===== src/rtl/time_table_interpolator_unit_assert.svh =====
// ----------------------------------------------------------------------------
// time table interpolator assertion macros
// clocked on clk, disabled while rst_n is low
// ----------------------------------------------------------------------------
`ifndef TIME_TABLE_INTERPOLATOR_UNIT_ASSERT_SVH
`define TIME_TABLE_INTERPOLATOR_UNIT_ASSERT_SVH

// same-cycle implication
`define TTI_ASSERT_SAME(lbl, ante, cons) \
    lbl: assert property (@(posedge clk) disable iff (!rst_n) (ante) |-> (cons)) \
        else $error("tti assertion failed");

// next-cycle implication
`define TTI_ASSERT_NEXT(lbl, ante, cons) \
    lbl: assert property (@(posedge clk) disable iff (!rst_n) (ante) |=> (cons)) \
        else $error("tti assertion failed");

`endif


===== src/rtl/tti_pkg.sv =====
// ----------------------------------------------------------------------------
// tti_pkg
// types and constants shared by the time table interpolator modules
// ----------------------------------------------------------------------------
package tti_pkg;

    localparam int DW      = 48;
    localparam int SW      = 49;
    localparam int PRW     = 98;
    localparam int CNT_W   = 7;

    localparam logic [CNT_W-1:0] MUL_LAST = 7'd48;
    localparam logic [CNT_W-1:0] DIV_LAST = 7'd97;
    localparam logic [62:0]      QCAP     = 63'h4000_0000_0000_0000;

    localparam logic [1:0] KIND_REAL = 2'd0;
    localparam logic [1:0] KIND_INT  = 2'd1;
    localparam logic [1:0] KIND_BOOL = 2'd2;
    localparam logic [1:0] KIND_NONE = 2'd3;

    localparam logic [1:0] REG_POINT_COUNT   = 2'd0;
    localparam logic [1:0] REG_RUNTIME_READY = 2'd1;

    typedef enum logic [1:0] {
        OP_TIME   = 2'd0,
        OP_SAMPLE = 2'd1,
        OP_BIND   = 2'd2,
        OP_READ   = 2'd3
    } op_t;

    typedef enum logic [2:0] {
        TSEL_ZERO,
        TSEL_LAST,
        TSEL_MID,
        TSEL_ROW,
        TSEL_ROWP1
    } tsel_t;

    typedef enum logic {
        SSEL_ROW,
        SSEL_ROWP1
    } ssel_t;

    typedef enum logic [1:0] {
        ROWSET_ZERO,
        ROWSET_LAST,
        ROWSET_SEARCH
    } rowset_t;

    typedef enum logic [2:0] {
        RES_WRITE,
        RES_FAIL,
        RES_SAMPLE,
        RES_LOW,
        RES_UP,
        RES_INTERP
    } res_t;

    typedef enum logic [4:0] {
        S_IDLE,
        S_DISPATCH,
        S_T0W,
        S_TLW,
        S_BS,
        S_BSW,
        S_SMP,
        S_SMPW,
        S_PR1,
        S_PR2,
        S_PR3,
        S_PREP,
        S_MUL,
        S_DIVI,
        S_DIV,
        S_CAP,
        S_SUM
    } state_t;

    typedef struct packed {
        logic    load;
        logic    do_write;
        logic    t_rd;
        tsel_t   tsel;
        logic    s_rd;
        ssel_t   ssel;
        logic    set_row;
        rowset_t row_sel;
        logic    bs_init;
        logic    bs_step;
        logic    lat_lo;
        logic    lat_hi;
        logic    mul_init;
        logic    mul_step;
        logic    div_init;
        logic    div_step;
        logic    cap;
        logic    finish;
        res_t    res_sel;
    } cmd_t;

    typedef struct packed {
        logic is_read;
        logic fail;
        logic empty;
        logic kind_real;
        logic n_one;
        logic q_le_t;
        logic q_ge_t;
        logic bs_more;
        logic tie;
        logic trivial;
        logic cnt_last;
    } status_t;

endpackage


===== src/rtl/tti_ctrl.sv =====
// ----------------------------------------------------------------------------
// tti_ctrl
// sequencer for writes, table search, lookup and interpolation
// ----------------------------------------------------------------------------
`include "time_table_interpolator_unit_assert.svh"

module tti_ctrl (
    input  logic             clk,
    input  logic             rst_n,
    input  logic             start,
    output logic             busy,
    input  tti_pkg::status_t status,
    output tti_pkg::cmd_t    cmd
);

    tti_pkg::state_t state_reg;
    tti_pkg::state_t state_next;

    always_ff @(posedge clk or negedge rst_n)
    begin
        if (!rst_n)
        begin
            state_reg <= tti_pkg::S_IDLE;
        end
        else
        begin
            state_reg <= state_next;
        end
    end

    assign busy = (state_reg != tti_pkg::S_IDLE);

    always_comb
    begin
        state_next = state_reg;
        cmd        = '0;
        case (state_reg)
            tti_pkg::S_IDLE:
            begin
                if (start)
                begin
                    cmd.load   = 1'b1;
                    state_next = tti_pkg::S_DISPATCH;
                end
            end
            tti_pkg::S_DISPATCH:
            begin
                if (!status.is_read)
                begin
                    cmd.do_write = 1'b1;
                    cmd.finish   = 1'b1;
                    cmd.res_sel  = tti_pkg::RES_WRITE;
                    state_next   = tti_pkg::S_IDLE;
                end
                else if (status.fail)
                begin
                    cmd.finish  = 1'b1;
                    cmd.res_sel = tti_pkg::RES_FAIL;
                    state_next  = tti_pkg::S_IDLE;
                end
                else if (status.empty)
                begin
                    cmd.finish  = 1'b1;
                    cmd.res_sel = status.kind_real ? tti_pkg::RES_WRITE : tti_pkg::RES_FAIL;
                    state_next  = tti_pkg::S_IDLE;
                end
                else
                begin
                    cmd.t_rd   = 1'b1;
                    cmd.tsel   = tti_pkg::TSEL_ZERO;
                    state_next = tti_pkg::S_T0W;
                end
            end
            tti_pkg::S_T0W:
            begin
                if (status.n_one || status.q_le_t)
                begin
                    cmd.set_row = 1'b1;
                    cmd.row_sel = tti_pkg::ROWSET_ZERO;
                    state_next  = tti_pkg::S_SMP;
                end
                else
                begin
                    cmd.t_rd   = 1'b1;
                    cmd.tsel   = tti_pkg::TSEL_LAST;
                    state_next = tti_pkg::S_TLW;
                end
            end
            tti_pkg::S_TLW:
            begin
                if (status.q_ge_t)
                begin
                    cmd.set_row = 1'b1;
                    cmd.row_sel = tti_pkg::ROWSET_LAST;
                    state_next  = tti_pkg::S_SMP;
                end
                else
                begin
                    cmd.bs_init = 1'b1;
                    state_next  = tti_pkg::S_BS;
                end
            end
            tti_pkg::S_BS:
            begin
                if (status.bs_more)
                begin
                    cmd.t_rd   = 1'b1;
                    cmd.tsel   = tti_pkg::TSEL_MID;
                    state_next = tti_pkg::S_BSW;
                end
                else
                begin
                    cmd.set_row = 1'b1;
                    cmd.row_sel = tti_pkg::ROWSET_SEARCH;
                    state_next  = status.kind_real ? tti_pkg::S_PR1 : tti_pkg::S_SMP;
                end
            end
            tti_pkg::S_BSW:
            begin
                cmd.bs_step = 1'b1;
                state_next  = tti_pkg::S_BS;
            end
            tti_pkg::S_SMP:
            begin
                cmd.s_rd   = 1'b1;
                cmd.ssel   = tti_pkg::SSEL_ROW;
                state_next = tti_pkg::S_SMPW;
            end
            tti_pkg::S_SMPW:
            begin
                cmd.finish  = 1'b1;
                cmd.res_sel = tti_pkg::RES_SAMPLE;
                state_next  = tti_pkg::S_IDLE;
            end
            tti_pkg::S_PR1:
            begin
                cmd.t_rd   = 1'b1;
                cmd.tsel   = tti_pkg::TSEL_ROW;
                cmd.s_rd   = 1'b1;
                cmd.ssel   = tti_pkg::SSEL_ROW;
                state_next = tti_pkg::S_PR2;
            end
            tti_pkg::S_PR2:
            begin
                cmd.lat_lo = 1'b1;
                cmd.t_rd   = 1'b1;
                cmd.tsel   = tti_pkg::TSEL_ROWP1;
                cmd.s_rd   = 1'b1;
                cmd.ssel   = tti_pkg::SSEL_ROWP1;
                state_next = tti_pkg::S_PR3;
            end
            tti_pkg::S_PR3:
            begin
                cmd.lat_hi = 1'b1;
                state_next = tti_pkg::S_PREP;
            end
            tti_pkg::S_PREP:
            begin
                if (status.tie)
                begin
                    cmd.finish  = 1'b1;
                    cmd.res_sel = tti_pkg::RES_UP;
                    state_next  = tti_pkg::S_IDLE;
                end
                else if (status.trivial)
                begin
                    cmd.finish  = 1'b1;
                    cmd.res_sel = tti_pkg::RES_LOW;
                    state_next  = tti_pkg::S_IDLE;
                end
                else
                begin
                    cmd.mul_init = 1'b1;
                    state_next   = tti_pkg::S_MUL;
                end
            end
            tti_pkg::S_MUL:
            begin
                cmd.mul_step = 1'b1;
                if (status.cnt_last)
                begin
                    state_next = tti_pkg::S_DIVI;
                end
            end
            tti_pkg::S_DIVI:
            begin
                cmd.div_init = 1'b1;
                state_next   = tti_pkg::S_DIV;
            end
            tti_pkg::S_DIV:
            begin
                cmd.div_step = 1'b1;
                if (status.cnt_last)
                begin
                    state_next = tti_pkg::S_CAP;
                end
            end
            tti_pkg::S_CAP:
            begin
                cmd.cap    = 1'b1;
                state_next = tti_pkg::S_SUM;
            end
            tti_pkg::S_SUM:
            begin
                cmd.finish  = 1'b1;
                cmd.res_sel = tti_pkg::RES_INTERP;
                state_next  = tti_pkg::S_IDLE;
            end
            default:
            begin
                state_next = tti_pkg::S_IDLE;
            end
        endcase
    end

    `TTI_ASSERT_NEXT(a_accept_busy, start && !busy, busy)
    `TTI_ASSERT_NEXT(a_mul_to_div, cmd.mul_step && status.cnt_last, state_reg == tti_pkg::S_DIVI)
    `TTI_ASSERT_NEXT(a_finish_idle, cmd.finish, !busy)

endmodule


===== config.mk =====
export PLATFORM = sky130hd
export DESIGN_NAME = tti_ctrl
export DESIGN_NICKNAME = d
export VERILOG_FILES = /design/src/rtl/tti_pkg.sv /design/src/rtl/tti_ctrl.sv
export VERILOG_INCLUDE_DIRS = /design/src /design/src/rtl
export SDC_FILE = /design/constraint.sdc
export NUM_CORES = 1
export LEC_CHECK = 0
export BUFFER_PORTS_ARGS = -buffer_cell sky130_fd_sc_hd__buf_2
export CAP_MARGIN = 40
export CORE_UTILIZATION = 35
export DETAILED_ROUTE_END_ITERATION = 10
export PLACE_DENSITY = 0.66
export RECOVER_POWER = 50
export SLEW_MARGIN = 30
export SYNTH_ARGS = -nofsm -noshare
export SYNTH_HDL_FRONTEND = slang
export SYNTH_SLANG_ARGS = --single-unit

===== constraint.sdc =====
create_clock -name clk -period 1.5 [get_ports clk]
set_clock_uncertainty 0.05 [all_clocks]
set_input_delay 0.15 -clock clk [delete_from_list [all_inputs] [get_ports clk]]
set_output_delay 0.15 -clock clk [all_outputs]
set_load 0.02 [all_outputs]

==> impl_metrics.ini, run 1 <==
[status]
outcome = stopped before the end
lastStage = global routing
error_message = [ERROR DPL-0038] Utilization greater than 100%, impossible to legalize

[clocking]
clock_sinks = 5
clock_tree.htree_level_count = 1
cts_made_buffers = 3
cts_buffer_depth = 2
clk_root_buffer_cell = clkbuf_4

[placement]
dp_slack_ns = -0.2023
placed_cells = 189
place_congestion = 0.8580
hpwl_mm = 2.092
io_buffer_count = 38

[yosys]
cell_with_the_most_instances_after_synthesis = nor2_1
synth_flop_cell = dfrtp_1
synth_enable_flop_cells = 0
synth_seq_area_share = 0.1792
postSynthNetCount = 114
synth_top_cells_by_area = dfrtp_1, nor2_1, nor4_4, nand2_1, a31oi_1
synth_cells = 100
post-synth-top-area-fraction = 0.1792
yosys_warnings = 0
netlist_top_cells_count = nor2_1, nand2_1, a21oi_1
synth_cell_types = 36
async_flop_share = 1.000
postSynthAreaPerCell_um2 = 6.982
post-synth-top-area-cell = dfrtp_1
mappedNetlistArea_um2 = 698.2
number_of_register_bits_inferred_by_synthesis = 5

[die]
total_i_o_pin_count = 39
chipWidth_um = 46.66
standard_cell_rows = 15
die_y_um = 46.66
floorplan.initialDensity = 0.3875

[timing]
worstEndpointGrtRepair = cmd[0]
worst_end_pin_type = output port

[global_route]
grt_start_max_net_pins = 9
what timing repair did:
action	4_1_cts
setup endpoints to repair	27
endpoints found under the hold margin	5
pin swaps	20
resized for setup	99
buffers inserted	13
gates cloned	1
hold buffers	1
metrics by stage:
step                      instance area, um^2  utilization
after floorplan                         748.2            -
after global placement                   1190       0.6604
after detailed placement                 1190       0.6604
after CTS                                1710       0.9493
cells by family after synthesis:
group,Yosys count,synth area share
buffers and inverters,13,0.08959
flip-flops,5,0.1792
AO/OA/AOI/OAI,27,0.2778
multiplexers,1,0.01613
AND/OR/NAND/NOR,54,0.4373
==> inputs of run 2 (changes only) <==
--- a/config.mk
+++ b/config.mk
@@ -8,9 +8,10 @@
 export LEC_CHECK = 0
 export BUFFER_PORTS_ARGS = -buffer_cell sky130_fd_sc_hd__buf_2
 export CAP_MARGIN = 40
-export CORE_UTILIZATION = 35
+export CORE_AREA = 2 2 63 65
 export DETAILED_ROUTE_END_ITERATION = 10
-export PLACE_DENSITY = 0.66
+export DIE_AREA = 0 0 65 67
+export PLACE_DENSITY_LB_ADDON = 0.15
 export RECOVER_POWER = 50
 export SLEW_MARGIN = 30
 export SYNTH_ARGS = -nofsm -noshare
==> impl_metrics.ini, run 2 <==
[yosys]
async_flop_share = 1.000
post-synth-top-area-cell = dfrtp_1
postSynthNetCount = 114
synth.mux.area_fraction = 0.01613
largest_family_of_logic_cells_by_synthesized_area = simple AND/OR/NAND/NOR gates
yosys_warnings = 0
synth_fa_ha_area_frac = 0
netlist_top_cells_count = nor2_1, nand2_1, a21oi_1
postSynthAreaPerCell_um2 = 6.982
synthSimpleGateAreaFrac = 0.4373
cell_with_the_most_instances_after_synthesis = nor2_1
synth_top_cells_by_area = dfrtp_1, nor2_1, nor4_4, nand2_1, a31oi_1
synth_cell_types = 36
synth_enable_flop_cells = 0
synth_cells = 100
synth_flop_cell = dfrtp_1
synth-compound-area-share = 0.2778
mappedNetlistArea_um2 = 698.2
number_of_register_bits_inferred_by_synthesis = 5
synthXorXnorAreaFrac = 0
post-synth-top-area-fraction = 0.1792
synth_seq_area_share = 0.1792

[clocking]
cts_buffer_depth = 2
clock_sinks = 5
clock_tree.htree_level_count = 1
tritoncts = built
cts.clk_slew.worst_paths_ns = 0.03
clk_root_buffer_cell = clkbuf_8
clk-insertion-delay-late_ns = 0.22
cts_made_buffers = 3

[global_route]
grt_antenna_before_repair = 0
grt_start_max_net_pins = 11
first_pass_grt_wire_length_mm = 5.340
grt_usage = 0.1624
gr-total-overflow = 0
grt_pass1_vias = 1140

[critical_path]
critical_path.endpoint_type = primary output
timing.critical_path.required_ns = 1.30
critical_path.max_stage_delay_ns = 0.44
critical_path_buf_inv_count = 1
cp.depth = 4
timing.critical_path.from_type = flop
regToRegSetupSlack_ns = -0.09
worst_r2r_startpoint = state_reg[2]
crit_path_start = state_reg[1]
cp-endpoint = cmd[3]
cp_top_family = flip-flops
worst_path_max_delay_cell = dfrtp_2
critical_path_cell_by_cell = or3b_4, o22a_1, o22ai_2, buf_6
critPathArrivalTime_ns = 1.59
worstRegToRegCells = 5
endpoint_of_the_lowest_slack_register_to_register_path = state_reg[2]
critical_path_class = reg -> out
critical_path_peak_fanout = 6

[timing]
fin_crit_sh = 1.190
rsz0062_at_grt = yes
setup_total_negative_slack_ns = -4.100
timing.final.hold_violations = 0
final-setup-viol-count = 27
worst_slack_ns = -0.2856
max_clock_freq_mhz = 560.0
worst_slew_pin_slew_ns = 0.2868
finalMaxSlewViolations = 0
fin_crit_ns = 1.786
maxSlewHeadroom = 0.8079

[cells_and_area]
layout.cells.most_common = buf_4
final_layout_size_suffix_gt1_frac = 0.7120
layout_common_cells = buf_4, buf_6, nor2_1, buf_2, nand2_1
postLayoutCellArea_um2 = 1724
max_ffs_per_register = 5
final_net_count = 199
synthToLayoutAreaGrowth_pct = 147.0
n_fill_cell = 345
diodes = 0

[placement]
place_congestion = 0.8228
hpwl_mm = 2.499
dpl_cell_area_um2 = 1231
io_buffer_count = 38

[die]
standard_cell_rows = 22
chipWidth_um = 65
total_i_o_pin_count = 39
floorplan.initialDensity = 0.1936
core-area_um2 = 3606
die_y_um = 67
die-area_um2 = 4355

[route]
routed_wirelength_mm = 3.468
first_pass_iters = 4
dr.first_iter.drc_count = 42
detail_route.vias_per_cell = 4.698
detail_route.wl_per_cell_um = 14.95
postRouteAntennaNets = 0
remaining_drc_errors = 0
vias = 1090

[status]
failed_checks = negative setup slack
outcome = complete, but fails checks

[power_and_ir_drop]
power_leakage_nw = 0.7813
irDropWorstVdd_mv = 0.5777
powerDensity_nw_per_um2 = 1833

[job]
maxCapViolCount = 0

[worst_hold_path]
hold_path_class = in -> reg
## run 2: power breakdown
| part | internal, mW | switching [mW] | leakage [nW] |
|---|---|---|---|
| clock | 0.182 | 0.0611 | 0.0228 |
| sequential | 0.193 | 0.0966 | 0.0596 |
| combinational | 1.40 | 1.23 | 0.699 |
## run 2: metal layers
metal | routed length [um] | track usage | up-vias
met3 | 122 | 0.01014 | 6
li1 | - | - | 528
met4 | 73 | 0.08511 | 0
met2 | 1851 | 0.2964 | 30
met5 | 0 | 0 | -
met1 | 1419 | 0.1897 | 526
## run 2: worst reg2reg max path, delay by kind of cell, from the launching register on
| family | cells | cell delay [ns] |
|---|---|---|
| buffers and inverters | 1 | 0.16 |
| AND/OR/NAND/NOR | 2 | 0.66 |
| AO/OA/AOI/OAI | 2 | 0.14 |
| flip-flops | 1 | 0.47 |
## run 2: area by class of cell
cell class,count,area (um^2),share of cell area
clock buffers,4,45.04,0.02612
inverters,6,22.52,0.01306
multi-input cells,82,718.2,0.4165
flip-flops and latches,5,130.1,0.07547
well taps,48,60.06,0.03483
repair buffers,87,748.2,0.4340
## run 2: cells by family (layout without fill, tap and decap cells)
kind of cell / Yosys count / count (layout)
buffers and inverters: 13 / 97
AND/OR/NAND/NOR: 54 / 54
multiplexers: 1 / 1
flip-flops: 5 / 5
AO/OA/AOI/OAI: 27 / 27
## run 2: worst min path at each step
stage	depth (start not counted)	slack [ns]	endpoint	from
after global placement	1	-0.08	state_reg[4]	rst_n
after global routing	2	0.20	state_reg[3]	status[7]
after CTS	2	0.17	state_reg[3]	status[7]
after detailed placement	1	-0.08	state_reg[4]	rst_n
final	2	0.18	state_reg[3]	status[7]
after floorplan	0	-0.20	state_reg[0]	rst_n
## run 2: per-stage QoR
step           utilization  setup WS (ns)  hold WS, ns  total power, mW  std cells
6_report            0.4781        -0.2856       0.1779            3.160        232
5_1_grt             0.4781        -0.3277       0.1972            3.342        232
4_1_cts             0.4358        -0.2826       0.1709            2.864        227
3_5_place_dp        0.3414        -0.1215     -0.07943            2.078        212
3_3_place_gp        0.3414        -0.1096     -0.08053            2.078        212
2_1_floorplan            -       -0.07291      -0.1956            1.248        100
## run 2: timing repair
item                                    in CTS  in global routing
endpoints found under the setup margin      27                 29
hold buffers                                 1                  0
buffers inserted                            11                  4
pin swaps                                   10                  2
cloned                                       0                  1
gates resized for setup                     65                 23
hold endpoints to repair                     5                  0
Note: power is estimated with default switching activity, not from simulation.
==> inputs of run 3 (changes only) <==
--- a/config.mk
+++ b/config.mk
@@ -11,6 +11,7 @@
 export CORE_AREA = 2 2 63 65
 export DETAILED_ROUTE_END_ITERATION = 10
 export DIE_AREA = 0 0 65 67
+export GPL_TIMING_DRIVEN = 0
 export PLACE_DENSITY_LB_ADDON = 0.15
 export RECOVER_POWER = 50
 export SLEW_MARGIN = 30
==> constraint.sdc (replaced) <==
create_clock -name clk -period 2.25 [get_ports clk]
set_clock_uncertainty 0.05 [all_clocks]
set_input_delay 0.225 -clock clk [delete_from_list [all_inputs] [get_ports clk]]
set_output_delay 0.225 -clock clk [all_outputs]
set_load 0.02 [all_outputs]
==> impl_metrics.ini, run 3 (synthesis gave the netlist of run 2 again) <==
[die]
chipWidth_um = 65
total_i_o_pin_count = 39
die-area_um2 = 4355
standard_cell_rows = 22
die_y_um = 67
core-area_um2 = 3606
floorplan.initialDensity = 0.1936

[timing]
fin_crit_sh = 0.8969
rsz0062_at_grt = no
setup_total_negative_slack_ns = 0
fin_crit_ns = 2.018
timing.final.hold_violations = 0
final-setup-viol-count = 0
worst_slew_pin_slew_ns = 0.4698
max_clock_freq_mhz = 495.5
finalMaxSlewViolations = 0
maxSlewHeadroom = 0.6842

[job]
maxCapViolCount = 0

[cells_and_area]
postLayoutCellArea_um2 = 984.7
max_ffs_per_register = 5
fin_cells = 191
final_net_count = 158
layout.cells.most_common = buf_2
final_util = 0.2731
synthToLayoutAreaGrowth_pct = 41.04
final_layout_size_suffix_gt1_frac = 0.3427
layout_common_cells = buf_2, nor2_1, nand2_1
diodes = 0

[route]
dr.first_iter.drc_count = 37
detail_route.vias_per_cell = 4.780
detail_route.wl_per_cell_um = 14.15
routed_wirelength_mm = 2.703
first_pass_iters = 4
remaining_drc_errors = 0
vias = 913
postRouteAntennaNets = 0

[power_and_ir_drop]
net-switching-power_uw = 637.6
combPwrFrac = 0.731
powerDensity_nw_per_um2 = 1199
seqPwrFrac = 0.131
clock_share_of_power = 0.137
p_total_mw = 1.181
intPower_uw = 543.2
irDropWorstVdd_mv = 0.3817
power_switching_share = 0.5400
power_leakage_nw = 0.4681

[clocking]
cts_buffer_depth = 2
clock_sinks = 5
clock_tree.htree_level_count = 1
tritoncts = built
clk-insertion-delay-late_ns = 0.22
cts_made_buffers = 3
clk_root_buffer_cell = clkbuf_8
cts.clk_slew.worst_paths_ns = 0.03

[status]
outcome = finished, final reports clean

[critical_path]
critPathArrivalTime_ns = 1.74
critical_path.endpoint_type = primary output
critical_path_buf_inv_count = 2
worst_path_max_delay_cell = dfrtp_1
cp_top_family = simple AND/OR/NAND/NOR gates
timing.critical_path.required_ns = 1.98
critical_path_class = reg -> out
critical_path_cell_by_cell = buf_2, nor2b_1, nand2_1, nor2_1, buf_2
timing.critical_path.from_type = flop
critical_path_peak_fanout = 10
critical_path.max_stage_delay_ns = 0.40
cp_common_cell = buf_2

[global_route]
grt_pass1_vias = 903
grt_start_max_net_pins = 11
grt_usage = 0.1297
first_pass_grt_wire_length_mm = 4.340
grt_antenna_before_repair = 0
gr-total-overflow = 0

[worst_hold_path]
hold_path_class = in -> reg

[placement]
dpl_cell_area_um2 = 948.4
hpwl_mm = 2.138
placed_cells = 186
place_congestion = 0.8814
io_buffer_count = 38
run 3: final cells by class:
| class | count | area (um^2) |
|---|---|---|
| multi-input cells | 82 | 499.2 |
| well taps | 48 | 60.06 |
| clock buffers | 4 | 45.04 |
| flip-flops and latches | 5 | 125.1 |
| fillers | 414 | 2621 |
| inverters | 6 | 22.52 |
| repair buffers | 39 | 192.7 |
| plain buffers | 7 | 40.04 |
run 3: repair_timing:
action / in CTS / in global routing
hold buffers: 1 / 0
hold endpoints to repair: 5 / 0
gates resized for setup: 0 / 0
buffers inserted: 0 / 0
run 3: worst paths after layout:
path / from / end / slack [ns] / cells after the start
min in group asynchronous: rst_n / state_reg[2] / 0.33 / 2
min: status[7] / state_reg[3] / 0.25 / 2
min reg2reg: state_reg[3] / state_reg[2] / 0.76 / 2
max reg2reg: state_reg[4] / state_reg[2] / 0.65 / 4
max: state_reg[3] / cmd[7] / 0.23 / 5
max in group asynchronous: rst_n / state_reg[1] / 1.61 / 2
run 3: routing by layer:
layer	vias up	wire length, um	GRT usage
li1	447	-	-
met1	428	1312	0.1788
met2	38	1251	0.2113
met3	0	140	0.02872
met4	0	0	0.01596
met5	-	0	0
run 3: power groups by stage:
stage | Clock, mW | Combinational [mW] | Sequential, mW
after global placement | 0 | 0.884 | 0.156
after CTS | 0.167 | 0.888 | 0.156
after floorplan | 0 | 0.636 | 0.146
final | 0.162 | 0.863 | 0.155
after global routing | 0.178 | 0.949 | 0.158
after detailed placement | 0 | 0.882 | 0.156
run 3: worst register-to-register path, stage by stage (launching register included):
cell and delay (ns):
dfrtp_1 0.45, or3b_1 0.51, nor4_4 0.26, a31oi_1 0.08, o311ai_1 0.13
run 3: per-stage QoR:
stage                     worst slack (ns)  hold slack [ns]
after floorplan                     0.4492          -0.1206
after global placement              0.4473         -0.01076
after detailed placement            0.4497        -0.007594
after CTS                           0.2102           0.2535
after global routing                0.1014           0.2552
final                               0.2320           0.2527
==> inputs of run 4 (changes only) <==
--- a/config.mk
+++ b/config.mk
@@ -9,6 +9,7 @@
 export BUFFER_PORTS_ARGS = -buffer_cell sky130_fd_sc_hd__buf_2
 export CAP_MARGIN = 40
 export CORE_AREA = 2 2 63 65
+export CTS_BUF_LIST = sky130_fd_sc_hd__clkbuf_4
 export DETAILED_ROUTE_END_ITERATION = 10
 export DIE_AREA = 0 0 65 67
 export GPL_TIMING_DRIVEN = 0
==> impl_metrics.ini, run 4 (synthesis gave the netlist of run 2 again) <==
[placement]
io_buffer_count = 38
place_congestion = 0.8814
hpwl_mm = 2.138

[die]
standard_cell_rows = 22
floorplan.initialDensity = 0.1936
die_y_um = 67
total_i_o_pin_count = 39
core-area_um2 = 3606
chipWidth_um = 65
die-area_um2 = 4355

[global_route]
grt_start_max_net_pins = 11
grt_antenna_before_repair = 0
gr-total-overflow = 0
grt_usage = 0.1298
grt_pass1_vias = 904
first_pass_grt_wire_length_mm = 4.340

[route]
postRouteAntennaNets = 0
routed_wirelength_mm = 2.679
detail_route.wl_per_cell_um = 14.03
detail_route.vias_per_cell = 4.764
dr.first_iter.drc_count = 44
vias = 910
remaining_drc_errors = 0
first_pass_iters = 4

[critical_path]
critical_path_cell_by_cell = buf_2, nor2b_1, nand2_1, nor2_1, buf_2
cp_common_cell = buf_2
critical_path_peak_fanout = 10
worst_r2r_startpoint = state_reg[4]
timing.critical_path.from_type = flop
critical_path.max_stage_delay_ns = 0.40
crit_path_start = state_reg[3]
worstRegToRegCells = 4
endpoint_of_the_lowest_slack_register_to_register_path = state_reg[2]
timing.critical_path.required_ns = 1.98
regToRegSetupSlack_ns = 0.66
critical_path.endpoint_type = primary output
critical_path_class = reg -> out
critical_path_buf_inv_count = 2
critPathArrivalTime_ns = 1.76
worst_path_max_delay_cell = dfrtp_1
cp_top_family = simple AND/OR/NAND/NOR gates

[clocking]
cts_made_buffers = 3
clock_sinks = 5
tritoncts = built
clk-insertion-delay-late_ns = 0.24
clk_root_buffer_cell = clkbuf_4
cts_buffer_depth = 2
clock_tree.htree_level_count = 1
post_cts.repair.setup_buffers = 0
cts.clk_slew.worst_paths_ns = 0.04

[cells_and_area]
synthToLayoutAreaGrowth_pct = 38.89
layout.cells.most_common = buf_2
final_layout_size_suffix_gt1_frac = 0.3497
final_net_count = 158
diodes = 0
final_util = 0.2689
max_ffs_per_register = 5
layout_common_cells = buf_2, nor2_1, nand2_1

[timing]
fin_crit_ns = 2.034
rsz0062_at_grt = no
finalMaxSlewViolations = 0
fin_crit_sh = 0.9040
timing.final.hold_violations = 0
maxSlewHeadroom = 0.6801
max_clock_freq_mhz = 491.7
final-setup-viol-count = 0
worst_slew_pin_slew_ns = 0.4758
setup_total_negative_slack_ns = 0

[power_and_ir_drop]
power_leakage_nw = 0.4637
irDropWorstVdd_mv = 0.3454
powerDensity_nw_per_um2 = 1167

[job]
maxCapViolCount = 0

[worst_hold_path]
hold_path_start = status[7]
timing.hold.worst_path_depth = 2
holdPathEnd = state_reg[3]
hold_path_class = in -> reg

[status]
outcome = finished, final reports clean
[run 4: changes by cell type in the layout (fill, tap and decap cells not counted)]
cell	change
clkbuf_8	-3
clkbuf_1	-1
clkbuf_4	+4
[run 4: repair_timing]
item                                   in CTS  in global routing
hold buffers                                1                  0
resized for setup                           0                  0
endpoints found under the hold margin       5                  0
[run 4: layer usage]
layer	wire, um	GRT usage	vias up
met5	0	0	-
met4	0	0.01596	0
met3	149	0.02872	0
met2	1230	0.2113	40
met1	1299	0.1790	423
li1	-	-	447
[run 4: area by class of cell]
type                            instances  area [um^2]
Fill cell                             414         2636
Multi-Input combinational cell         82        499.2
Timing Repair Buffer                   39        192.7
Sequential cell                         5        125.1
Tap cell                               48        60.06
Buffer                                  7        40.04
Clock buffer                            4        30.03
Inverter                                6        22.52
[run 4: worst register-to-register path, stage by stage, from the launching register on]
cell and delay (ns):
dfrtp_1 0.45, or3b_1 0.51, nor4_4 0.26, a31oi_1 0.08, o311ai_1 0.12
[run 4: worst max path at each step]
| stage | endpoint | depth (start not counted) | slack, ns |
|---|---|---|---|
| 2_1_floorplan | cmd[18] | 3 | 0.45 |
| 3_3_place_gp | cmd[0] | 5 | 0.45 |
| 3_5_place_dp | cmd[0] | 5 | 0.45 |
| 4_1_cts | cmd[0] | 5 | 0.18 |
| 5_1_grt | cmd[0] | 5 | 0.07 |
| 6_report | cmd[7] | 5 | 0.22 |
[run 4: metrics by stage]
| step | std cells | cell area [um^2] | power [mW] | setup slack [ns] | hold WS, ns |
|---|---|---|---|---|---|
| floorplan | 100 | 698.2 | 0.7821 | 0.4492 | -0.1206 |
| global placement | 186 | 948.4 | 1.041 | 0.4473 | -0.01076 |
| detailed placement | 186 | 948.4 | 1.039 | 0.4497 | -0.007594 |
| CTS | 191 | 988.4 | 1.163 | 0.1816 | 0.2268 |
| global route | 191 | 969.7 | 1.236 | 0.06809 | 0.2243 |
| finish | 191 | 969.7 | 1.132 | 0.2161 | 0.2260 |
[run 4: power breakdown]
| part | total [mW] | switching [mW] | internal (mW) |
|---|---|---|---|
| Clock | 0.114 | 0.0353 | 0.0790 |
| Sequential | 0.156 | 0.0336 | 0.123 |
| Combinational | 0.862 | 0.562 | 0.299 |
| Total | 1.13 | 0.631 | 0.501 |
